`src/hw/rtl/mvt_pkg.sv`:
```
// Shared types, constants and helpers for the 4x4 matrix by vector transform.
package mvt_pkg;

   localparam int FP_W      = 32;
   localparam int VEC_N     = 4;
   localparam int VEC_W     = FP_W * VEC_N;
   localparam int NUM_PAIRS = 8;
   localparam int PAIR_W    = 2 * FP_W;
   localparam int CSR_IDX_W = 8;
   localparam int PROD_W    = 48;
   localparam int EXP_W     = 11;
   localparam int LZ_W      = 6;
   localparam int EF_W      = 10;
   localparam int STAGES    = 12;
   localparam int OP_STAGES = 3;

   localparam logic [FP_W-1:0] QNAN = 32'h7FC0_0000;

   localparam logic [PAIR_W-1:0] MAT_RESET [NUM_PAIRS] = '{
      64'h0000_0000_3F80_0000, 64'h0, 64'h3F80_0000_0000_0000, 64'h0,
      64'h0, 64'h0000_0000_3F80_0000, 64'h0, 64'h3F80_0000_0000_0000
   };

   // unrounded result: value = m * 2^(e0 - 127 - 47) when not special
   typedef struct packed {
      logic                    nan;
      logic                    inf;
      logic                    zero;
      logic                    sign;
      logic signed [EXP_W-1:0] e0;
      logic [PROD_W-1:0]       m;
   } unr_type;

   typedef struct packed {
      logic              nan;
      logic              inf;
      logic              zero;
      logic              sign;
      logic [EF_W-1:0]   ef;
      logic [PROD_W-1:0] n;
   } nrm_type;

   function automatic logic [LZ_W-1:0] lzc48(input logic [PROD_W-1:0] m);
      logic [LZ_W-1:0] lz;
      lz = LZ_W'(PROD_W);
      for (int i = 0; i < PROD_W; i++) begin
         if (m[i]) lz = LZ_W'(PROD_W - 1 - i);
      end
      return lz;
   endfunction

endpackage

```
`src/hw/rtl/mvt_round.sv`:
```
// Normalise (one stage) and round-to-nearest-even pack (one stage).
module mvt_round (
   input  logic                     clock,
   input  logic                     en,
   input  mvt_pkg::unr_type         d,
   output logic [mvt_pkg::FP_W-1:0] q
);
   import mvt_pkg::*;

   logic [LZ_W-1:0]  lz;
   logic signed [11:0] e0m1;
   logic [6:0]       rsh;
   logic [PROD_W-1:0] shd;
   logic             lost;
   nrm_type          nrm_in, nrm_ff;

   logic [23:0]      mant;
   logic             inc;
   logic [30:0]      mag;
   logic [FP_W-1:0]  q_in, q_ff;

   always_comb begin
      lz   = lzc48(d.m);
      e0m1 = {d.e0[EXP_W-1], d.e0} - 12'sd1;
      rsh  = 7'(-e0m1);
      shd  = d.m >> rsh;
      lost = ((shd << rsh) != d.m);
      nrm_in.nan  = d.nan;
      nrm_in.inf  = d.inf;
      nrm_in.zero = d.zero;
      nrm_in.sign = d.sign;
      if (e0m1 < 12'sd0) begin
         // below the normal range: denormalise with sticky
         nrm_in.n  = {shd[PROD_W-1:1], shd[0] | lost};
         nrm_in.ef = '0;
      end else if ($signed({6'd0, lz}) <= e0m1) begin
         nrm_in.n  = d.m << lz;
         nrm_in.ef = EF_W'(d.e0 - EXP_W'(lz));
      end else begin
         nrm_in.n  = d.m << e0m1[LZ_W-1:0];
         nrm_in.ef = '0;
      end
   end

   always_ff @(posedge clock) begin
      if (en) nrm_ff <= nrm_in;
   end

   always_comb begin
      mant = nrm_ff.n[47:24];
      inc  = nrm_ff.n[23] & ((|nrm_ff.n[22:0]) | mant[0]);
      // carry out of the fraction walks into the exponent, to inf if need be
      mag  = {nrm_ff.ef[7:0], mant[22:0]} + 31'(inc);
      if (nrm_ff.nan)
         q_in = QNAN;
      else if (nrm_ff.inf || (nrm_ff.ef >= EF_W'(255)))
         q_in = {nrm_ff.sign, 8'hFF, 23'd0};
      else if (nrm_ff.zero)
         q_in = {nrm_ff.sign, 31'd0};
      else
         q_in = {nrm_ff.sign, mag};
   end

   always_ff @(posedge clock) begin
      if (en) q_ff <= q_in;
   end

   assign q = q_ff;

endmodule

```
`config.mk`:
```
export PLATFORM = sky130hd
export DESIGN_NAME = mvt_round
export DESIGN_NICKNAME = d
export VERILOG_FILES = /design/src/hw/rtl/mvt_pkg.sv /design/src/hw/rtl/mvt_round.sv
export SDC_FILE = /design/constraint.sdc
export NUM_CORES = 1
export LEC_CHECK = 0
export BUFFER_PORTS_ARGS = -buffer_cell sky130_fd_sc_hd__buf_2
export CELL_PAD_IN_SITES_DETAIL_PLACEMENT = 1
export CELL_PAD_IN_SITES_GLOBAL_PLACEMENT = 2
export CORE_MARGIN = 8
export CORE_UTILIZATION = 30
export DETAILED_ROUTE_END_ITERATION = 8
export HOLD_SLACK_MARGIN = 0.02
export PLACE_DENSITY = 0.77
export RECOVER_POWER = 50
export SKIP_LAST_GASP = 1
export SLEW_MARGIN = 40
export SYNTH_ARGS = -nofsm -noshare
export SYNTH_HDL_FRONTEND = slang
export SYNTH_SLANG_ARGS = --single-unit
```
`constraint.sdc`:
```
create_clock -name clock -period 23.6 [get_ports clock]
set_input_delay 5.9 -clock clock [delete_from_list [all_inputs] [get_ports clock]]
set_output_delay 5.9 -clock clock [all_outputs]
set_load 0.03 [all_outputs]
```
== After elaboration in Yosys (flattened, before gate mapping) ==
Index checks and enable logic that the tools add are counted.

* Register bits after elaboration: 93
* Input bits: 65
* Output and inout port bits: 32

* Add/subtract/negate cells: 4
* Order comparisons: 3
* Eq/ne operators: 1
* Shift-type cells: 4
* Mux-type cells: 52
* Bitwise operators: 4
* Reductions and logical operators: 5

{| class="wikitable"
|+ Operators by type and width
! operator !! number
|-
| $mux W6 || 47
|-
| $shl A48 B6 Y47 || 2
|-
| $mux W47 || 2
|-
| $ne A48 B48 Y1 || 1
|-
| $shl A48 B7 Y48 || 1
|-
| $shr A48 B7 Y48 || 1
|-
| $add A31 B1 Y31 || 1
|-
| $mux W31 || 1
|-
| $mux W23 || 1
|-
| $reduce_or A23 Y1 || 1
|-
| $le A7 B12 Y1 || 1
|-
| $lt A12 B1 Y1 const B || 1
|-
| $sub A11 B2 Y12 const B || 1
|-
| $ge A10 B8 Y1 const B || 1
|-
| $sub A10 B6 Y10 || 1
|-
| $neg A7 Y7 || 1
|-
| $mux W5 || 1
|-
| $reduce_or A2 Y1 || 2
|-
| $reduce_or A3 Y1 || 1
|-
| $or A1 B1 Y1 || 2
|-
| $and A1 B1 Y1 || 1
|-
| $logic_or A1 B1 Y1 || 1
|-
| $not A1 Y1 || 1
|}

== Depth between registers and ports, before layout ==
Gate-level depths: netlist of the first run.

* Word-level depth: 51
* Gate-level depth with buffers: 30

== Worst setup path after synthesis of the first run ==
Ideal clock, no wire load.

* Path kind: input -> register
* From: input port d[48] in the netlist's numbering
* To: register nrm_ff (netlist bit mant[14]) (data pin)
* Library setup time: 273 ps
* Arrival time: 11,481 ps
* Required time: 23,327 ps
* Setup slack: 11,846 ps
* Stages: 25
* Buffers on the path: 9
* Cell sequence: buf_2 > buf_2 > buf_4 > buf_2 > inv_1 > clkbuf_1 > clkbuf_1 > ha_1 > buf_4 > or3b_4 > xnor2_4 > inv_2 > ha_1 > o221a_2 > o221ai_1 > a21oi_1 > mux2i_1 > buf_2 > buf_1 > mux4_2 > mux2_2 > o21ai_0 > o22ai_1 > nand2_1 > o221ai_1

{| class="wikitable"
|+ RTL lines
! item !! line !! text
|-
| from (decl) || mvt_round.sv:5 || <nowiki>input mvt_pkg::unr_type d,</nowiki>
|-
| to (signal assigned) || mvt_round.sv:46 || <nowiki>if (en) nrm_ff <= nrm_in;</nowiki>
|-
| to (decl) || mvt_round.sv:15 || <nowiki>nrm_type nrm_in, nrm_ff;</nowiki>
|}

==> results of run 1 <==
metrics by stage:
stage,hold slack [ps],cell area [um^2],setup WS [ps]
finish,561,16000,9960
global placement,522,15600,9730
global route,624,16000,10080
floorplan,509,14700,11850
CTS,571,16000,10290
detailed placement,558,15700,9910
sequential cells by signal (all words and copies together) (netlist names):
signal  cells
nrm_ff     38
q          32
mant       23
kinds of logic after synthesis:
kind of cell / after synthesis
muxes: 197
DFF: 93
buffers and inverters: 221
and+or+nand+nor: 730
adders and majority gates: 16
AOI/OAI and AO/OA: 647
xor gates and xnor gates: 41
layout by cell type, fill, tap and decap left out, drive strengths merged, types with 21 or more instances in the layout:
| master | synthesis | final |
|---|---|---|
| a22oi | 39 | 39 |
| a21oi | 122 | 122 |
| o221ai | 22 | 22 |
| o21ai | 127 | 127 |
| a211oi | 42 | 42 |
| o211ai | 62 | 62 |
| nor4 | 22 | 22 |
| inv | 39 | 43 |
| mux4 | 59 | 59 |
| mux2i | 124 | 124 |
| nand4 | 29 | 29 |
| edfxtp | 93 | 93 |
| clkbuf | 124 | 39 |
| nand2 | 213 | 213 |
| o22ai | 64 | 64 |
| nand3 | 60 | 60 |
| buf | 58 | 110 |
| nor2 | 280 | 280 |
| nor3 | 50 | 50 |
| xnor2 | 21 | 21 |
how the worst max path moves through the flow:
stage	startpoint	end	slack, ps	depth (start not counted)
3_3_place_gp	d[48]	nrm_ff[0]	9730	21
3_5_place_dp	d[48]	nrm_ff[0]	9910	21
4_1_cts	d[48]	nrm_ff[0]	10290	19
6_report	d[48]	nrm_ff[0]	9960	21
2_1_floorplan	d[48]	mant[14]	11850	25
5_1_grt	d[48]	nrm_ff[0]	10080	21
worst reg2reg max path, stage by stage (launching register included):
cell	delay (ps)
edfxtp_1	360
and2_0	170
nand3_1	170
nor3_1	580
nand2_1	120
nor2_1	180
and2_0	250
and4_1	360
nand3_1	130
xor2_1	180
o21ai_0	90
Yosys cell counts, drive strengths merged, types with 14 or more instances:
cell type / n / area (um^2)
nand2: 213 / 800
inv: 39 / 146
a21oi: 122 / 611
xnor2: 21 / 203
mux2: 14 / 158
buf: 58 / 277
ha: 15 / 188
a22oi: 39 / 293
nand4: 29 / 196
a31oi: 17 / 106
nand3: 60 / 305
a211oi: 42 / 320
nor3: 50 / 255
o21ai: 127 / 636
mux2i: 124 / 1240
mux4: 59 / 1330
nor4: 22 / 165
o221ai: 22 / 193
o211ai: 62 / 465
nor2: 280 / 1050
xor2: 18 / 158
clkbuf: 124 / 467
edfxtp: 93 / 2790
o22ai: 64 / 400
and2: 17 / 106
and3: 15 / 93.8
a21o: 15 / 113
cell type report:
class / instances / area [um^2]
Fill cell: 5892 / 32600
Multi-Input combinational cell: 1631 / 11200
Sequential cell: 93 / 2790
Timing Repair Buffer: 140 / 798
Tap cell: 622 / 778
Clock buffer: 9 / 225
Inverter: 39 / 146
Clock inverter: 7 / 63.8
power breakdown:
group,switching (mW),internal (mW)
registers,0.00983,0.204
logic,0.432,0.163
clock network,0.0663,0.0741
total,0.508,0.440
per-layer routing:
| layer | vias to the layer above | share of wire (%) | track usage [%] |
|---|---|---|---|
| met5 | - | 0.030 | 0 |
| met4 | 4 | 5.3 | 13.5 |
| met3 | 307 | 12 | 8.08 |
| met2 | 1395 | 41 | 44.9 |
| met1 | 8969 | 41 | 41.8 |
| li1 | 7423 | - | - |
==> run_results.csv, run 1 <==
group,metric,value,unit
clock_network,cts_sinks,93,
routing,wire_per_inst,35.6,um
die,initial_utilization,30.2,%
clock_network,cts_resized,0,
power_and_ir_drop,p_total,0.948,mW
global_routing,gr-total-overflow,0,
clock_network,clock_path_buffers,2,
logic_synthesis,synth-compound-area-share,29.8,%
setup_path,worstPathRequired,23680,ps
global_routing,grt_pass1_wl,128000,um
global_routing,grt_max_degree,72,
run,drv_cap,1,
power_and_ir_drop,powerDensity,59.3,nW/um^2
status,status,"finished with violations",
placed_design,io_buffers,96,
sta,worst_slew_pin_slew,3830,ps
clock_network,cts_root_buffer,"clkbuf_16",
setup_path,crit_buf_inv,6,
placed_design,dp_cells,2523,
setup_path,r2r_cells,10,
clock_network,post_cts_buffers,0,
sta,final-hold-violation-count,0,
sta,period_needed,13640,ps
routing,drtPass1Iterations,6,
clock_network,clkLatencyLatePin,340,ps
logic_synthesis,synthSimpleGateAreaFrac,22.4,%
logic_synthesis,syn_inst,1945,
cells_and_area,final_nets,1995,
sta,fmax,0.0733,GHz
logic_synthesis,synth_fa_ha_area_share,1.41,%
setup_path,path_cells,"buf_4 > inv_1 > buf_4 > ha_4 > buf_4 > and2_2 > a211oi_4 > buf_4 > nor2_4 > buf_4 > o311a_1 > mux2i_1 > a22oi_1 > nand3_1 > o21ai_0 > mux2i_1 > a2111oi_1 > nor4b_1 > nand4_1 > nor3_1 > a41oi_1",
logic_synthesis,synth_top_family_by_area,"compound AO/OA/AOI/OAI gates",
sta,rsz0062_at_grt,"no",
logic_synthesis,synth_area,14700,um^2
logic_synthesis,syn_area_per_cell,7.56,um^2
sta,fin_tns_setup,0,ps
power_and_ir_drop,ir_worst_vdd,0.0000360,V
routing,drcViolationCount,0,
clock_network,cts_htree_levels,3,
logic_synthesis,ys.flop_type,"edfxtp_1",
routing,vias_per_cell,7.12,
setup_path,arrival,13720,ps
sta,slew_viol_final,72,
die,num_rows,81,
global_routing,antenna_found_initial,2,
routing,antenna_left,0,
clock_network,path_clk_slew,70,ps
die,core,48600,um^2
cells_and_area,finalCoreUtilization,32.9,%
cells_and_area,stdcell_count,2541,
hold_path,hold_start,"nrm_ff[58]",
setup_path,crit_type,"primary input to register",
status,violations,"max-capacitance violations, max-slew violations",
cells_and_area,drive_above_1_share,13.1,%
sta,skew,7.90,ps
setup_path,regToRegEndpoint,"q[25]",
clock_network,cts_buffers,9,
logic_synthesis,yosysSeqAreaShare,19.0,%
sta,fin_crit_sh,57.8,%
logic_synthesis,synth.distinct_cells,87,
setup_path,cp_top_family,"compound AO/OA/AOI/OAI gates",
logic_synthesis,ys.warnings.count,0,
hold_path,hold_path.class,"register to register",
logic_synthesis,synthMuxAreaShare,18.6,%
setup_path,cp-start-kind,"primary input",
setup_path,end_kind,"register",
die,die_height,237,um
setup_path,crit_path_top_delay_cell,"a2111oi_1",
routing,vias,18100,
cells_and_area,antenna_cells,0,
sta,finalSetupViolCount,0,
setup_path,cpMostUsedCell,"buf_4",
routing,drt_iter0_drc,2704,
routing,wirelength,90500,um
placed_design,place_hpwl,69900,um
logic_synthesis,synth_edf_count,93,
cells_and_area,areaGrowthSynthToFinish,8.86,%
global_routing,grt_pass1_vias,17100,
global_routing,grt.total_usage,30.6,%
logic_synthesis,syn_nets,2026,
die,dieArea,56300,um^2
hold_path,hold_path_end,"q[31]",
setup_path,cp_max_fo,54,
setup_path,slowest_delay,820,ps
setup_path,worstReg2RegStart,"mant[0]",
die,die_w,237,um
setup_path,ff2ff_setup_slack,20750,ps
clock_network,holdBufCountCts,0,
sta,slew-limit-headroom,-156,%
logic_synthesis,yosys_register_bits,93,
placed_design,routabilityCongestion,1.04,
logic_synthesis,synth-xor-area-share,2.77,%
logic_synthesis,ys_async_sr_fraction,0,%
die,io_pins,97,
hold_path,min_path_cells,1,
power_and_ir_drop,p_leak,5.64,nW
clock_network,cts_tree,"built",
(Power assumes the default switching activity.)
==> run 2: changes to the inputs <==
- clock period: 23.6 -> 13.9 ns (I/O delays scaled with it)
==> run_results.csv, run 2 (synthesis results as in run 1) <==
group,metric,value,unit
status,status,"complete, no violations",
hold_path,hold_path_end,"q[31]",
routing,wire_per_inst,36.0,um
setup_path,worstPathRequired,13880,ps
power_and_ir_drop,p_leak,5.69,nW
setup_path,r2r_cells,10,
run,drv_cap,0,
die,initial_utilization,30.2,%
clock_network,clock_path_buffers,2,
placed_design,routabilityCongestion,1.05,
sta,slew-limit-headroom,3.65,%
power_and_ir_drop,power_frac_comb,61.6,%
global_routing,grt_pass1_wl,130000,um
cells_and_area,largest-register,"nrm_ff",
power_and_ir_drop,p_int,0.781,mW
setup_path,crit_type,"primary input to register",
cells_and_area,final_nets,2000,
cells_and_area,drive_above_1_share,13.6,%
die,core,48600,um^2
clock_network,cts_buffers,9,
power_and_ir_drop,p_clk_share,16.2,%
routing,drt-met1-wl,37800,um
global_routing,gr-total-overflow,0,
cells_and_area,finalCoreUtilization,33.1,%
cells_and_area,final_area,16100,um^2
clock_network,clkLatencyLatePin,340,ps
clock_network,cts_sinks,93,
routing,met3_length,11300,um
global_routing,antenna_found_initial,6,
routing,wl_met2,37300,um
global_routing,grt_pass1_vias,17300,
power_and_ir_drop,p_switching,0.858,mW
power_and_ir_drop,ir_worst_vdd,0.0000570,V
cells_and_area,nFillCells,5934,
die,num_rows,81,
setup_path,ff2ff_setup_slack,11030,ps
cells_and_area,mostFrequentLayoutCells,"nor2_1, nand2_1, mux2i_1",
sta,slew_viol_final,0,
routing,drt_iter0_drc,2623,
routing,antenna_left,0,
die,dieArea,56300,um^2
hold_path,hold_path.class,"register to register",
clock_network,cts_htree_levels,3,
sta,skew,10.5,ps
routing,wirelength,91700,um
clock_network,path_clk_slew,60,ps
sta,worst_slew_pin_slew,1450,ps
power_and_ir_drop,powerDensity,102,nW/um^2
hold_path,hold_start,"nrm_ff[58]",
die,io_pins,97,
sta,period_needed,11270,ps
routing,dr.max_layer_used,"met5",
cells_and_area,areaGrowthSynthToFinish,9.53,%
die,die_w,237,um
routing,drtPass1Iterations,5,
clock_network,cts_root_buffer,"clkbuf_16",
cells_and_area,final_common_cell,"nor2_1",
routing,vias,18200,
placed_design,io_buffers,96,
sta,fmax,0.0888,GHz
placed_design,dpl-instance-area,15800,um^2
clock_network,holdBufCountCts,0,
sta,final-hold-violation-count,0,
setup_path,crit_start,"d[48]",
routing,vias_per_cell,7.16,
power_and_ir_drop,seqPwrFrac,22.1,%
sta,rsz0062_at_grt,"no",
routing,drcViolationCount,0,
setup_path,worstReg2RegStart,"mant[0]",
cells_and_area,largest_reg_flops,38,
die,die_height,237,um
sta,fin_tns_setup,0,ps
sta,finalSetupViolCount,0,
setup_path,cp_max_fo,54,
setup_path,regToRegEndpoint,"q[25]",
clock_network,cts_resized,0,
clock_network,cts_tree,"built",
setup_path,arrival,11240,ps
hold_path,min_path_cells,1,
sta,fin_ws,2630,ps
setup_path,end_kind,"register",
global_routing,grt_max_degree,76,
global_routing,grt.total_usage,31.1,%
power_and_ir_drop,switching_share,52.3,%
placed_design,place_hpwl,70500,um
setup_path,cp-start-kind,"primary input",
placed_design,preCtsSetupSlack,2700,ps
clock_network,post_cts_buffers,0,
power_and_ir_drop,p_total,1.64,mW
sta,fin_crit_sh,81.0,%
## run 2: worst max-delay path, cell delays in order
cell and delay (ps):
buf_4 380, inv_1 80, buf_4 260, ha_4 620
buf_4 700, nand2_1 450, o211ai_1 310, buf_4 470
nand2_1 160, a2111oi_1 550, nand3_1 710, o21ai_0 740
mux4_2 420, o221ai_1 330, nand3_1 210, a21oi_1 80
nor4b_1 380, nand4_1 200, nor3_1 290, a41oi_1 340
## run 2: power by group through the flow
stage                     Combinational (mW)  Clock [mW]  Sequential [mW]
final                                   1.01       0.266            0.363
after global routing                    1.03       0.281            0.366
after CTS                              0.953       0.274            0.363
after detailed placement               0.949           0            0.370
after global placement                 0.942           0            0.368
after floorplan                        0.549           0            0.371
## run 2: how the worst max path moves through the flow
stage	endpoint	slack [ps]	cells after the start
after global placement	nrm_ff[0]	2450	18
after floorplan	mant[14]	4570	25
after CTS	nrm_ff[0]	3060	20
after global routing	nrm_ff[0]	2650	21
after detailed placement	nrm_ff[0]	2700	20
final	nrm_ff[0]	2630	20
## run 2: per-stage QoR
| stage | hold WS, ps | cells |
|---|---|---|
| after floorplan | 509 | 1945 |
| after global placement | 521 | 2523 |
| after detailed placement | 537 | 2527 |
| after CTS | 556 | 2543 |
| after global routing | 582 | 2546 |
| final | 548 | 2547 |
## run 2: final cells by class
cell class                 instances  area [um^2]  area share (%)
antenna                            1         2.50          0.0155
clock buffer                       9          225            1.40
clock inverter                     7         95.1           0.591
inverter                          39          146           0.909
multi-input combinational       1631        11200            69.7
sequential                        93         2790            17.3
tap                              622          778            4.83
timing repair buffer             145          841            5.22
## run 2: metal layers
metal / GRT usage, % / up-vias
li1: - / 7440
met1: 42.9 / 9058
met2: 45.1 / 1430
met3: 7.77 / 298
met4: 14.5 / 8
met5: 0 / -
