### src/hw/rtl/mvt_pkg.sv
// Shared types, constants and helpers for the 4x4 matrix by vector transform.
package mvt_pkg;

   localparam int FP_W      = 32;
   localparam int VEC_N     = 4;
   localparam int VEC_W     = FP_W * VEC_N;
   localparam int NUM_PAIRS = 8;
   localparam int PAIR_W    = 2 * FP_W;
   localparam int CSR_IDX_W = 8;
   localparam int PROD_W    = 48;
   localparam int EXP_W     = 11;
   localparam int LZ_W      = 6;
   localparam int EF_W      = 10;
   localparam int STAGES    = 12;
   localparam int OP_STAGES = 3;

   localparam logic [FP_W-1:0] QNAN = 32'h7FC0_0000;

   localparam logic [PAIR_W-1:0] MAT_RESET [NUM_PAIRS] = '{
      64'h0000_0000_3F80_0000, 64'h0, 64'h3F80_0000_0000_0000, 64'h0,
      64'h0, 64'h0000_0000_3F80_0000, 64'h0, 64'h3F80_0000_0000_0000
   };

   // unrounded result: value = m * 2^(e0 - 127 - 47) when not special
   typedef struct packed {
      logic                    nan;
      logic                    inf;
      logic                    zero;
      logic                    sign;
      logic signed [EXP_W-1:0] e0;
      logic [PROD_W-1:0]       m;
   } unr_type;

   typedef struct packed {
      logic              nan;
      logic              inf;
      logic              zero;
      logic              sign;
      logic [EF_W-1:0]   ef;
      logic [PROD_W-1:0] n;
   } nrm_type;

   function automatic logic [LZ_W-1:0] lzc48(input logic [PROD_W-1:0] m);
      logic [LZ_W-1:0] lz;
      lz = LZ_W'(PROD_W);
      for (int i = 0; i < PROD_W; i++) begin
         if (m[i]) lz = LZ_W'(PROD_W - 1 - i);
      end
      return lz;
   endfunction

endpackage

### src/hw/rtl/mvt_fmul_front.sv
// Single-precision multiply, first stage: unpack, specials and mantissa product.
module mvt_fmul_front (
   input  logic                     clock,
   input  logic                     en,
   input  logic [mvt_pkg::FP_W-1:0] a,
   input  logic [mvt_pkg::FP_W-1:0] b,
   output mvt_pkg::unr_type         q
);
   import mvt_pkg::*;

   logic [7:0]  ea, eb, ea_eff, eb_eff;
   logic [23:0] ma, mb;
   logic        a_zero, b_zero, a_inf, b_inf, a_nan, b_nan;
   unr_type     q_in, q_ff;

   always_comb begin
      ea     = a[30:23];
      eb     = b[30:23];
      ea_eff = (ea == 8'd0) ? 8'd1 : ea;
      eb_eff = (eb == 8'd0) ? 8'd1 : eb;
      ma     = {ea != 8'd0, a[22:0]};
      mb     = {eb != 8'd0, b[22:0]};
      a_zero = (a[30:0] == 31'd0);
      b_zero = (b[30:0] == 31'd0);
      a_inf  = (ea == 8'hFF) && (a[22:0] == 23'd0);
      b_inf  = (eb == 8'hFF) && (b[22:0] == 23'd0);
      a_nan  = (ea == 8'hFF) && (a[22:0] != 23'd0);
      b_nan  = (eb == 8'hFF) && (b[22:0] != 23'd0);
      q_in.nan  = a_nan || b_nan || (a_inf && b_zero) || (a_zero && b_inf);
      q_in.inf  = a_inf || b_inf;
      q_in.zero = a_zero || b_zero;
      q_in.sign = a[31] ^ b[31];
      // product MSB at bit 47 carries biased exponent ea + eb - 126
      q_in.e0   = EXP_W'(ea_eff) + EXP_W'(eb_eff) - EXP_W'(126);
      q_in.m    = PROD_W'(ma) * PROD_W'(mb);
   end

   always_ff @(posedge clock) begin
      if (en) q_ff <= q_in;
   end

   assign q = q_ff;

endmodule

### config.mk
export PLATFORM = sky130hd
export DESIGN_NAME = mvt_fmul_front
export DESIGN_NICKNAME = d
export VERILOG_FILES = /design/src/hw/rtl/mvt_pkg.sv /design/src/hw/rtl/mvt_fmul_front.sv
export SDC_FILE = /design/constraint.sdc
export NUM_CORES = 1
export LEC_CHECK = 0
export BUFFER_PORTS_ARGS = -buffer_cell sky130_fd_sc_hd__buf_2
export CAP_MARGIN = 20
export CORE_MARGIN = 10
export CORE_UTILIZATION = 48
export DETAILED_ROUTE_END_ITERATION = 12
export PLACE_DENSITY = 0.62
export SLEW_MARGIN = 30
export SYNTH_ARGS = -nofsm -noshare
export SYNTH_HDL_FRONTEND = slang
export SYNTH_SLANG_ARGS = --single-unit
### constraint.sdc
create_clock -name clock -period 11.4 [get_ports clock]
set_clock_uncertainty 0.2 [all_clocks]
set_input_delay 2.28 -clock clock [delete_from_list [all_inputs] [get_ports clock]]
set_output_delay 2.28 -clock clock [all_outputs]
set_load 0.01 [all_outputs]
# Word-level counts from Yosys, hierarchy flattened
# Index checks and enable logic that the tools add are counted.
[totals]
reg_bits = 63
wordCells = 35
output_inout_bits = 63
[classes]
mul = 1
eq_ne = 2
n_bitwise = 1
muxes = 2
n_reduce_logical = 21
addsub = 2
[ops]
columns = ["op", "count"]
rows = [
  ["$logic_not 31->1", 2],
  ["$mul 24x24->48", 1],
  ["$logic_not 23->1", 2],
  ["$reduce_bool 23->1", 2],
  ["$eq 8x8->1 const B", 2],
  ["$logic_not 8->1", 2],
  ["$mux 8", 2],
  ["$reduce_bool 8->1", 2],
  ["$sub 9x7->10 const B", 1],
  ["$add 8x8->9", 1],
  ["$logic_and 1x1->1", 6],
  ["$logic_or 1x1->1", 5],
  ["$xor 1x1->1", 1],
]

# Depth between registers and ports, before layout
# Gate-level depths: netlist of run 1.
[depth]
word_depth = 5
depth_mapped = 26
mapped_depth_nobuf = 24

# Worst setup path before layout of run 1
# Ideal clock, no wire load.
[synth_path]
path_type = "input to register"
startpoint = "input a[27] (netlist name)"
endpoint = "register q_ff (netlist bit q[46]) (data pin)"
setup_ps = 265
path_stages = 25
required_ps = 10935
arrival_ps = 8949
setup_slack_ps = 1986
path_buffers = 1
cell_sequence = "nor4_1 nand2_1 clkbuf_1 and2_1 fa_1 fa_1 fa_1 inv_1 fa_1 inv_1 fa_1 inv_1 fa_1 inv_1 fa_1 ha_1 a21oi_1 o21ai_0 a41o_1 and3_1 a221o_1 a31o_4 a211o_1 a2111oi_2 nor3b_1"
[synth_lines]
columns = ["item", "line", "rtl"]
rows = [
  ["from (decl)", "mvt_fmul_front.sv:5", "input logic [mvt_pkg::FP_W-1:0] a,"],
  ["to (signal assigned)", "mvt_fmul_front.sv:39", "if (en) q_ff <= q_in;"],
  ["to (decl)", "mvt_fmul_front.sv:14", "unr_type q_in, q_ff;"],
]

==> results, run 1 <==
- The flow ran to the end, and the final reports show no timing, DRC or antenna violations.
- The first-pass GRT wire length is 95.36 mm.
- The first-pass detailed-route iteration total is 7.
- The flip-flop and latch count after synthesis is 62.
- The kind of launch point of the worst setup path is a primary input.
- After clock tree synthesis, the flow added hold-fix buffers numbering 0.
- A synthesized cell averages 9.319 um2.
- The worst slew margin relative to its limit is 44.60%.
- The die is 230.3 um tall.
- The global route total overflow is 0.
- The starting density of the core is 48.94%.
- In the post-synthesis netlist, the biggest area contributors are fa_1 (46%), ha_1 (11%), inv_1 (9.3%).
- The via count of the first global-routing pass is 17,170.
- The number of port buffers is 128.
- The width of the chip is 230.3 um.
- The area share of the leading cell type in the synthesized netlist is 45.57%.
- Counting along the longest clock path gives a buffer depth of 2.
- After detailed routing, the total wire length is 59.09 mm.
- After clock tree synthesis, the repair step resized 0 gates.
- The synthesized design spends more area on one cell type than any other, namely fa_1.
- The mapped netlist covers 21,220 um2.
- The routability-driven placement congestion ratio is 0.8976.
- The area growth from synthesis to layout is 5.796%.
- At the end of the flow, the number of nets in the layout was 3,035.
- The region available for standard cell placement spans 43,360 um2.
- After clock tree synthesis, the clock-pin slew on the worst setup and hold paths is 0.06 ns.
- The number of placement rows is 76.
- The part of the cycle the worst path needs is 84.62%.
- The number of hold-slack violations in the final timing report is 0.
- The per-cell via count in the routed design is 5.387.
- The detail route stage leaves a number of antenna-violating nets equal to 0.
- Max-cap violations in this run came to 0.
- The transition time at the pin with the least slew margin is 0.8310 ns.
- The post-synthesis instance total is 2,277.
- The worst setup path is captured at a flop.
- The overall die area is 53,020 um2.
- Entering global routing, the biggest net connects 63 pins.
- Setup repair after global routing left no endpoint under its margin.
- The post-route netlist has 6.907% of its cells at a drive strength greater than 1.
- Data on the critical path arrives at its endpoint at 9.52 ns.
- The path class of the tightest hold or removal check is primary input to flop.
- The largest fanout on the critical path is 25.
- The routed design could run at a clock period as short as 9.647 ns.
- The post-synthesis cell type count is 59.
- The final count of negative-setup-slack endpoints is 0.
- The number of vias in the routed layout is 15,550.
- The number of antenna violations at the first check in global routing was 3.
- Counting the buffers created by CTS gives 9.
- The finished layout holds 2,887 standard cells, fillers aside.
- The critical path in this run is classified as primary input to flop.
- The number of warning messages in the yosys log is 0.
- Derived from the worst setup path, the maximum achievable clock frequency is 103.7 MHz.
- The wire length per cell after detailed routing is 20.47 um.
- In this run, the number of DRC markers left after iteration 0 of detailed routing was 960.
- Setup total negative slack on the finished layout was measured at 0 ns.
- The final HPWL from detailed placement is 44.65 mm.
- CTS built an H-tree with a depth of 3.
- The net count after synthesis is 3,015.
- The number of slew-limit violations in the final report is 0.
- The boundary pin count is 129.
- The TritonCTS clock tree is built.
- Across every metal layer, demand over resource in global routing totals 23.04%.
- The number of remaining DRC errors is 0.
- The synthesized design contains 62 enable-type register cells.
- Counting the fill cells in the layout gives 4,073.
- The register with the most flip-flops in the layout has 62 of them.
- The required time at the endpoint of the critical path is 11.28 ns.
- The number of clock sinks seen by CTS is 62.
- After synthesis, the share of flip-flops with an asynchronous set or reset is 0%.
- Sequential cells were found to cover 8.774% of the synthesized design area.
- The clock tree root buffer cell is clkbuf_16.
- Post-CTS timing repair inserted 0 buffers for setup.
- In the synthesized netlist the dominant register cell turns out to be edfxtp_1.
- The number of placed instances with taps included is 2,871.
- The antenna cell count is 0.
critical path, stage by stage:
cell and delay [ns]:
buf_2 0.56, nand2_1 0.18, fa_1 0.57, inv_1 0.06
fa_1 0.53, inv_1 0.05, fa_1 0.48, fa_1 0.54
inv_1 0.05, fa_1 0.48, inv_1 0.05, fa_1 0.52
inv_1 0.06, fa_1 0.47, ha_1 0.39, a21oi_1 0.20
inv_1 0.10, a2111oi_2 0.36, nand3_1 0.17, a221o_1 0.38
a31o_4 0.30, a211o_1 0.30, a2111oi_2 0.31, nor3b_1 0.09
layout make-up:
class / instances / area, um2 / area share [%]
tap: 585 / 732.0 / 3.260
sequential: 62 / 1862 / 8.293
clock buffer: 9 / 225.2 / 1.003
multi-input combinational: 1565 / 16890 / 75.25
inverter: 527 / 1978 / 8.811
clock inverter: 7 / 88.84 / 0.3957
timing repair buffer: 132 / 670.6 / 2.987
layout by cell type (no fill, tap or decap), drive strengths merged, types with 10 or more instances in the layout:
master,n
ha,189
a21o,26
xor2,17
buf,132
xnor2,34
edfxtp,62
nand2,369
nand4,16
nor2,22
inv,527
and2,236
o21ai,22
fa,483
nand3,10
nor4,15
a21oi,44
metal layers:
metal	track usage [%]	share of wire (%)	vias up
li1	-	-	6788
met4	7.359	3.7	0
met5	0	0	-
met3	2.980	6.3	118
met2	41.09	52	571
met1	28.35	38	8074
synth_stat cells, types with 3 or more instances:
cell type / number
o21ai_0: 21
and2_1: 236
fa_1: 483
nor4_1: 15
nand2_1: 369
nand4_1: 16
nor3_1: 6
nand2b_1: 5
xnor2_1: 34
clkbuf_1: 116
nand3_1: 10
inv_1: 527
a21o_1: 26
a31oi_1: 5
nor2_1: 22
ha_1: 189
nor2b_1: 5
a21oi_1: 41
o31ai_1: 4
and4_1: 4
a21boi_0: 3
o21bai_1: 6
and3_1: 5
edfxtp_1: 62
xor2_1: 17
final timing paths:
check / cells past startpoint / from / slack (ns) / endpoint
setup / recovery: 24 / a[10] / 1.75 / q[46]
hold / removal: 2 / a[31] / 2.05 / q[59]
cells by family after synthesis:
| group | share of synthesized area, % |
|---|---|
| multiplexers | 0.07073 |
| AND/OR/NAND/NOR | 15.97 |
| buffers and inverters | 11.62 |
| flip-flops | 8.774 |
| XOR/XNOR | 2.105 |
| adder cells (fa/ha/maj) | 56.71 |
| AO/OA/AOI/OAI | 4.752 |
metrics by stage:
step | utilization (%) | hold WS [ns] | instance area, um2 | worst slack, ns
2_1_floorplan | - | 2.193 | 21220 | 1.986
3_3_place_gp | 51.05 | 2.385 | 22140 | 1.583
3_5_place_dp | 51.05 | 2.391 | 22140 | 1.444
4_1_cts | 51.77 | 2.028 | 22450 | 1.794
5_1_grt | 51.77 | 2.047 | 22450 | 1.352
6_report | 51.77 | 2.048 | 22450 | 1.753
Power of run 1 is left out: the tool's default activity adds up to more than one toggle a clock period on the data nets, which glitch-free logic cannot reach.
==> run 2: changes to the inputs <==
Settings changed: PLACE_DENSITY 0.62 to 0.65.
Clock period 11.4 ns to 8.4 ns, I/O delays scaled along.
==> run 2 against run 1 <==
Net effect: final cell count increased by 9.1%; via count grew 6.0%; sequential cell count is the same; final area grew 12%; non-clock buffer count up 262; wire length up 2.7%; critical path depth fell by 4.
==> results, run 2 (synthesized netlist as in run 1, its figures left out) <==
- The run finished with clean final reports.
- The via count of the first global-routing pass is 18,280 (+6.5%).
- The clock tree buffer depth was 2 (unchanged).
- The width of the chip came to 230.3 um (unchanged).
- The hold buffer count at CTS is 0 (unchanged).
- The number of placed instances with taps included was 3,123 (+8.8%).
- The number of clock sinks seen by CTS is 62 (unchanged).
- The number of port buffers is 128 (unchanged).
- The path type of the worst setup path is primary input to flop.
- The net total in the final layout is 3,297 (+8.6%).
- The share of the core filled with cells in the final layout is 57.85% (+6.1 points).
- The minimum period implied by the final worst setup slack is 8.364 ns.
- The wire length per cell after detailed routing came to 19.27 um (-5.9%).
- The number of antenna violations at the first check in global routing came to 7 (+4).
- The first-pass detailed-route iteration total is 5 (-2).
- The floorplan die height was 230.3 um (unchanged).
- The number of buffers created by CTS was 9 (unchanged).
- The starting density of the core is 48.94% (unchanged).
- The required time at the endpoint of the critical path is 8.29 ns (-2.99 ns).
- The H-tree depth reported by CTS is 3 (unchanged).
- The combined global-route utilization of all metal layers is 23.39% (+0.35 points).
- The number of placement rows is 76 (unchanged).
- The transition time at the pin with the least slew margin is 0.8218 ns (-0.009180 ns).
- The slowest stage of the critical path belongs to the cell fa_1.
- The critical path capture point type is a flop.
- The most used cell along the critical path is fa_1.
- The count of maximum capacitance violations is 0 (unchanged).
- The worst slew margin relative to its limit is 45.22% (+0.61 points).
- The final HPWL from detailed placement is 52.38 mm (+17%).
- Static timing analysis puts the maximum clock frequency at 119.6 MHz.
- The library cells used most frequently in the layout, excluding fill and tap cells, are inv_1 (521), fa_1 (476), nand2_1 (365).
- The number of vias in the routed layout is 16,490 (+6.0%).
- The kind of path behind the tightest hold check is primary input to flop.
- The synthesis-to-finish area growth is 18.20%.
- The worst path arrival time is 8.25 ns (-1.27 ns).
- The largest fanout on the critical path was 8 (-68%).
- The TritonCTS clock tree is built.
- The signal on the critical path passes through clkbuf_4, buf_4, and2_1, fa_1, fa_1, fa_1, fa_1, fa_1, fa_1, fa_1, ha_1, a21oi_2, o221ai_2, a2111oi_4, nand3_2, a221o_1, a31o_4, a211o_1, a2111oi_4, nor3b_2.
- The largest net degree at the start of global routing is 63 (unchanged).
- Leaving out fill and tap cells, the most frequent cell in the layout is inv_1.
- The number of standard cells in the final layout excluding fillers came to 3,150 (+9.1%).
- The number of hold-slack violations in the final timing report is 0 (unchanged).
- The flip-flop count of the largest register after layout is 62 (unchanged).
- The overall die area is 53,020 um2 (unchanged).
- After layout, the worst path uses 99.57% of the clock period.
- The iteration-0 DRC count of the detailed router is 866 (-9.8%).
- The core footprint is 43,360 um2 (unchanged).
- The number of remaining DRC errors was 0 (unchanged).
- The final count of negative-setup-slack endpoints is 0 (unchanged).
- The clock tree root buffer cell is clkbuf_16.
- The boundary pin count was 129 (unchanged).
- The global route total overflow came to 0 (unchanged).
- The number of slew-limit violations in the final report was 0 (unchanged).
- The maximum cell stage delay along the critical path came to 0.56 ns (about the same).
- The count of fill cells added during filler insertion is 3,780 (-7.2%).
- In this run the worst setup path terminates at q[46].
- The per-cell via count in the routed design is 5.233 (-2.8%).
- The startpoint of the most critical setup path is b[0].
- The CTS clock-pin slew for the worst setup and hold paths was 0.06 ns (about the same).
- The first-pass GRT wire length is 97.19 mm (+1.9%).
- Setup repair after global routing could not meet its margin everywhere.
- The routability-driven placement congestion ratio was 0.9975 (+11%).
- The post-route antenna net violation count came to 0 (unchanged).
- The share of cells above drive strength 1 was 18.77% (+12 points).
- The total detailed-routing wirelength is 60.70 mm (+2.7%).
- STA classifies the critical path startpoint as a primary input.
## run 2: cell count changes in the layout (fill, tap and decap cells not counted), sizes merged
cell and change:
buf +254, bufinv -1, diode +2, clkbuf +8
## run 2: worst min path at each step
| stage | start | end | slack (ns) | cells after the start |
|---|---|---|---|---|
| global route | a[31] | q[59] | 1.44 | 2 |
| detailed placement | a[31] | q[59] | 1.79 | 2 |
| global placement | a[31] | q[59] | 1.79 | 2 |
| CTS | a[31] | q[59] | 1.43 | 2 |
| finish | a[31] | q[59] | 1.45 | 2 |
| floorplan | en | q[0] | 1.59 | 0 |
## run 2: final cells by class
class / instances / area (um2) / share of cell area, %
clock buffer: 9 / 225.2 / 0.8979
inverter: 527 / 1978 / 7.886
tap: 585 / 732.0 / 2.918
sequential: 62 / 1862 / 7.423
antenna: 2 / 5.005 / 0.01995
multi-input combinational: 1565 / 17310 / 69.03
clock inverter: 6 / 53.80 / 0.2145
timing repair buffer: 394 / 2913 / 11.61
## run 2: what timing repair did
action	in CTS	in global routing
endpoints found under the setup margin	7	15
pin swaps	15	45
cloned	0	0
setup buffers	1	11
gates resized for setup	24	99
## run 2: metrics by stage
step                setup TNS (ns)  hold WS, ns  cell area, um2  worst slack, ns
floorplan                 -0.04920        1.593           21360         -0.04920
global placement            -4.406        1.786           24230          -0.5329
detailed placement          -5.312        1.792           24230          -0.6108
CTS                              0        1.434           24600         0.007389
global route               -0.4692        1.445           25080          -0.1582
finish                           0        1.448           25080          0.03638
## run 2: layer usage
| metal | up-vias | routed length [um] | part of all wire, % | track usage, % |
|---|---|---|---|---|
| met5 | - | 47 | 0.077 | 0 |
| met4 | 6 | 2872 | 4.7 | 9.866 |
| met3 | 147 | 3645 | 6.0 | 3.854 |
| met2 | 525 | 31610 | 52 | 42.15 |
| met1 | 8478 | 22520 | 37 | 26.97 |
| li1 | 7329 | - | - | - |
## run 2: worst max-delay path, delay by kind of cell
family / cells / cell delay (ns)
buffers and inverters: 2 / 0.33
and+or+nand+nor: 3 / 0.41
adders and majority gates: 8 / 3.83
AOI/OAI and AO/OA: 7 / 1.99
Power of run 2 is left out for the same reason.
==> run 3: changes to the inputs <==
Settings changed: PLACE_DENSITY 0.65 to 0.62.
Clock period 8.4 ns to 8.1 ns, I/O delays scaled along.
==> run 3 against run 2 <==
Net effect: the run now ends with setup timing left; core utilization increased by 0.37 points; setup slack got worse by 0.33 ns; first-iteration DRC count rose by 1.5%; hold slack worse by 0.067 ns; critical path depth increased by 3; highest routed layer unchanged.
==> results, run 3 (synthesized netlist as in run 1, its figures left out) <==
- The total detailed-routing wirelength is 61.13 mm (+0.71%).
- The clock tree buffer depth is 2 (unchanged).
- The overall die area is 53,020 um2 (unchanged).
- The signal on the critical path passes through buf_2, buf_4, nand2_1, fa_1, inv_1, fa_1, fa_1, inv_1, fa_1, fa_1, fa_1, inv_1, fa_1, ha_1, o21ai_0, nand2b_1, a41o_1, and3_1, a221o_1, a31o_4, a211o_1, a2111oi_2, nor3b_1.
- The number of port buffers is 128 (unchanged).
- The required time at the endpoint of the critical path was 7.99 ns (-0.30 ns).
- The post-route antenna net violation count is 0 (unchanged).
- The maximum cell stage delay along the critical path came to 0.54 ns (-0.02 ns).
- Setup repair after global routing could not meet its margin everywhere.
- The flip-flop count of the largest register after layout is 62 (unchanged).
- The cell depth of the worst min-delay path came to 2 (unchanged).
- The number of clock sinks seen by CTS is 62 (unchanged).
- The number of placement rows is 76 (unchanged).
- The wire length per cell after detailed routing is 19.34 um (+0.39%).
- The combined global-route utilization of all metal layers is 23.53% (+0.15 points).
- The final count of negative-setup-slack endpoints is 11 (+11).
- The slack of the critical path is -0.2918 ns (-0.3282 ns).
- STA classifies the critical path endpoint as a flop.
- The part of the cycle the worst path needs is 103.6%.
- The CTS clock-pin slew for the worst setup and hold paths is 0.05 ns (about the same).
- The final HPWL from detailed placement was 52.45 mm (+0.13%).
- The kind of launch point of the worst setup path is a primary input.
- The number of hold-slack violations in the final timing report is 0 (unchanged).
- The library cells used most frequently in the layout, excluding fill and tap cells, are inv_1 (522), fa_1 (478), nand2_1 (365).
- Based on the critical path, the design can be clocked at up to 119.2 MHz.
- The floorplan die height was 230.3 um (unchanged).
- By startpoint and endpoint, the worst setup path is classified as primary input to flop.
- The first-pass detailed-route iteration total is 5 (unchanged).
- The worst path arrival time was 8.28 ns (+0.03 ns).
- The H-tree depth reported by CTS is 3 (unchanged).
- The slowest stage of the critical path is the fa_1 cell.
- The via count of the first global-routing pass is 18,220 (-0.32%).
- The number of slew-limit violations in the final report is 0 (unchanged).
- The final reports fail on setup timing.
- The synthesis-to-finish area growth is 18.96%.
- The worst path in the final design needs a cycle of 8.392 ns, including I/O delays and setup.
- The run finished, with violations left.
- The net total in the final layout is 3,305 (+0.24%).
- The path with the worst hold slack has its endpoint at q[59].
- The width of the chip is 230.3 um (unchanged).
- The count of maximum capacitance violations is 0 (unchanged).
- The iteration-0 DRC count of the detailed router was 879 (+1.5%).
- The first-pass GRT wire length is 97.29 mm (+0.11%).
- The share of cells above drive strength 1 is 19.41% (+0.64 points).
- The number of buffers created by CTS is 9 (unchanged).
- The most common cell after layout, fill and taps aside is inv_1.
- The largest fanout on the critical path came to 8 (unchanged).
- The TritonCTS clock tree is built.
- The core footprint is 43,360 um2 (unchanged).
- The per-cell via count in the routed design is 5.179 (-1.0%).
- The count of fill cells added during filler insertion was 3,896 (+3.1%).
- The routability-driven placement congestion ratio was 0.9353 (-6.2%).
- The number of antenna violations at the first check in global routing came to 9 (+2).
- The largest net degree at the start of global routing is 63 (unchanged).
- The worst hold margin is 1.382 ns (-0.06659 ns).
- The boundary pin count is 129 (unchanged).
- In this run the worst hold path is classified as primary input to flop.
- The starting density of the core came to 48.94% (unchanged).
- The origin of the worst min-delay path is a[31].
- The transition time at the pin with the least slew margin is 0.8146 ns (-0.007141 ns).
- The clock tree root buffer cell is clkbuf_16.
- The most used cell along the critical path is fa_1.
- The number of remaining DRC errors was 0 (unchanged).
- The number of vias in the routed layout is 16,370 (-0.73%).
- The global route total overflow is 0 (unchanged).
- The worst slew margin relative to its limit came to 45.69% (+0.48 points).
[run 3: changes by cell type in the layout (fill, tap and decap cells not counted), sizes merged]
cell and change:
bufinv +1, buf +10, clkbuf -2, diode +2, clkinvlp -1
[run 3: how the worst max path moves through the flow]
stage	from	end	depth (start not counted)
floorplan	a[29]	q[46]	25
global placement	b[23]	q[46]	25
detailed placement	b[23]	q[46]	25
CTS	b[29]	q[46]	25
global route	a[27]	q[46]	25
finish	b[3]	q[46]	23
[run 3: worst max-delay path, delay by kind of cell]
family / cells / cell delay, ns
buf+inv: 5 / 0.57
fa+ha+maj: 8 / 3.91
simple gates: 4 / 0.43
compound gates: 6 / 1.72
[run 3: layer usage]
layer	up-vias	GRT usage [%]	part of all wire [%]
met5	-	0	0.070
met4	6	9.311	4.1
met3	136	2.844	4.6
met2	455	43.07	53
met1	8424	27.47	38
li1	7344	-	-
[run 3: per-stage QoR]
stage / instances / TNS, ns / util (%) / instance area, um2 / worst slack [ns]
after CTS: 3151 / -1.875 / 57.31 / 24850 / -0.3181
final: 3160 / -1.848 / 58.22 / 25240 / -0.2918
after global routing: 3160 / -3.662 / 58.22 / 25240 / -0.4265
after floorplan: 2277 / -0.4130 / - / 21410 / -0.2892
after detailed placement: 3132 / -9.893 / 56.05 / 24310 / -0.8888
after global placement: 3132 / -9.428 / 56.05 / 24310 / -0.8581
[run 3: area by class of cell]
type	instances	area, um2	area share, %
clock buffer	9	225.2	0.8921
tap	585	732.0	2.899
sequential	62	1862	7.375
clock inverter	6	77.57	0.3073
timing repair buffer	402	2953	11.70
inverter	527	1978	7.836
multi-input combinational	1565	17410	68.95
antenna	4	10.01	0.03965
[run 3: repair_timing]
item / in CTS / in global routing
gates cloned: 0 / 0
resized for setup: 53 / 73
pin swaps: 33 / 29
setup buffers: 5 / 8
hold buffers: 0 / 0
endpoints found under the setup margin: 15 / 19
Power of run 3 is left out for the same reason.
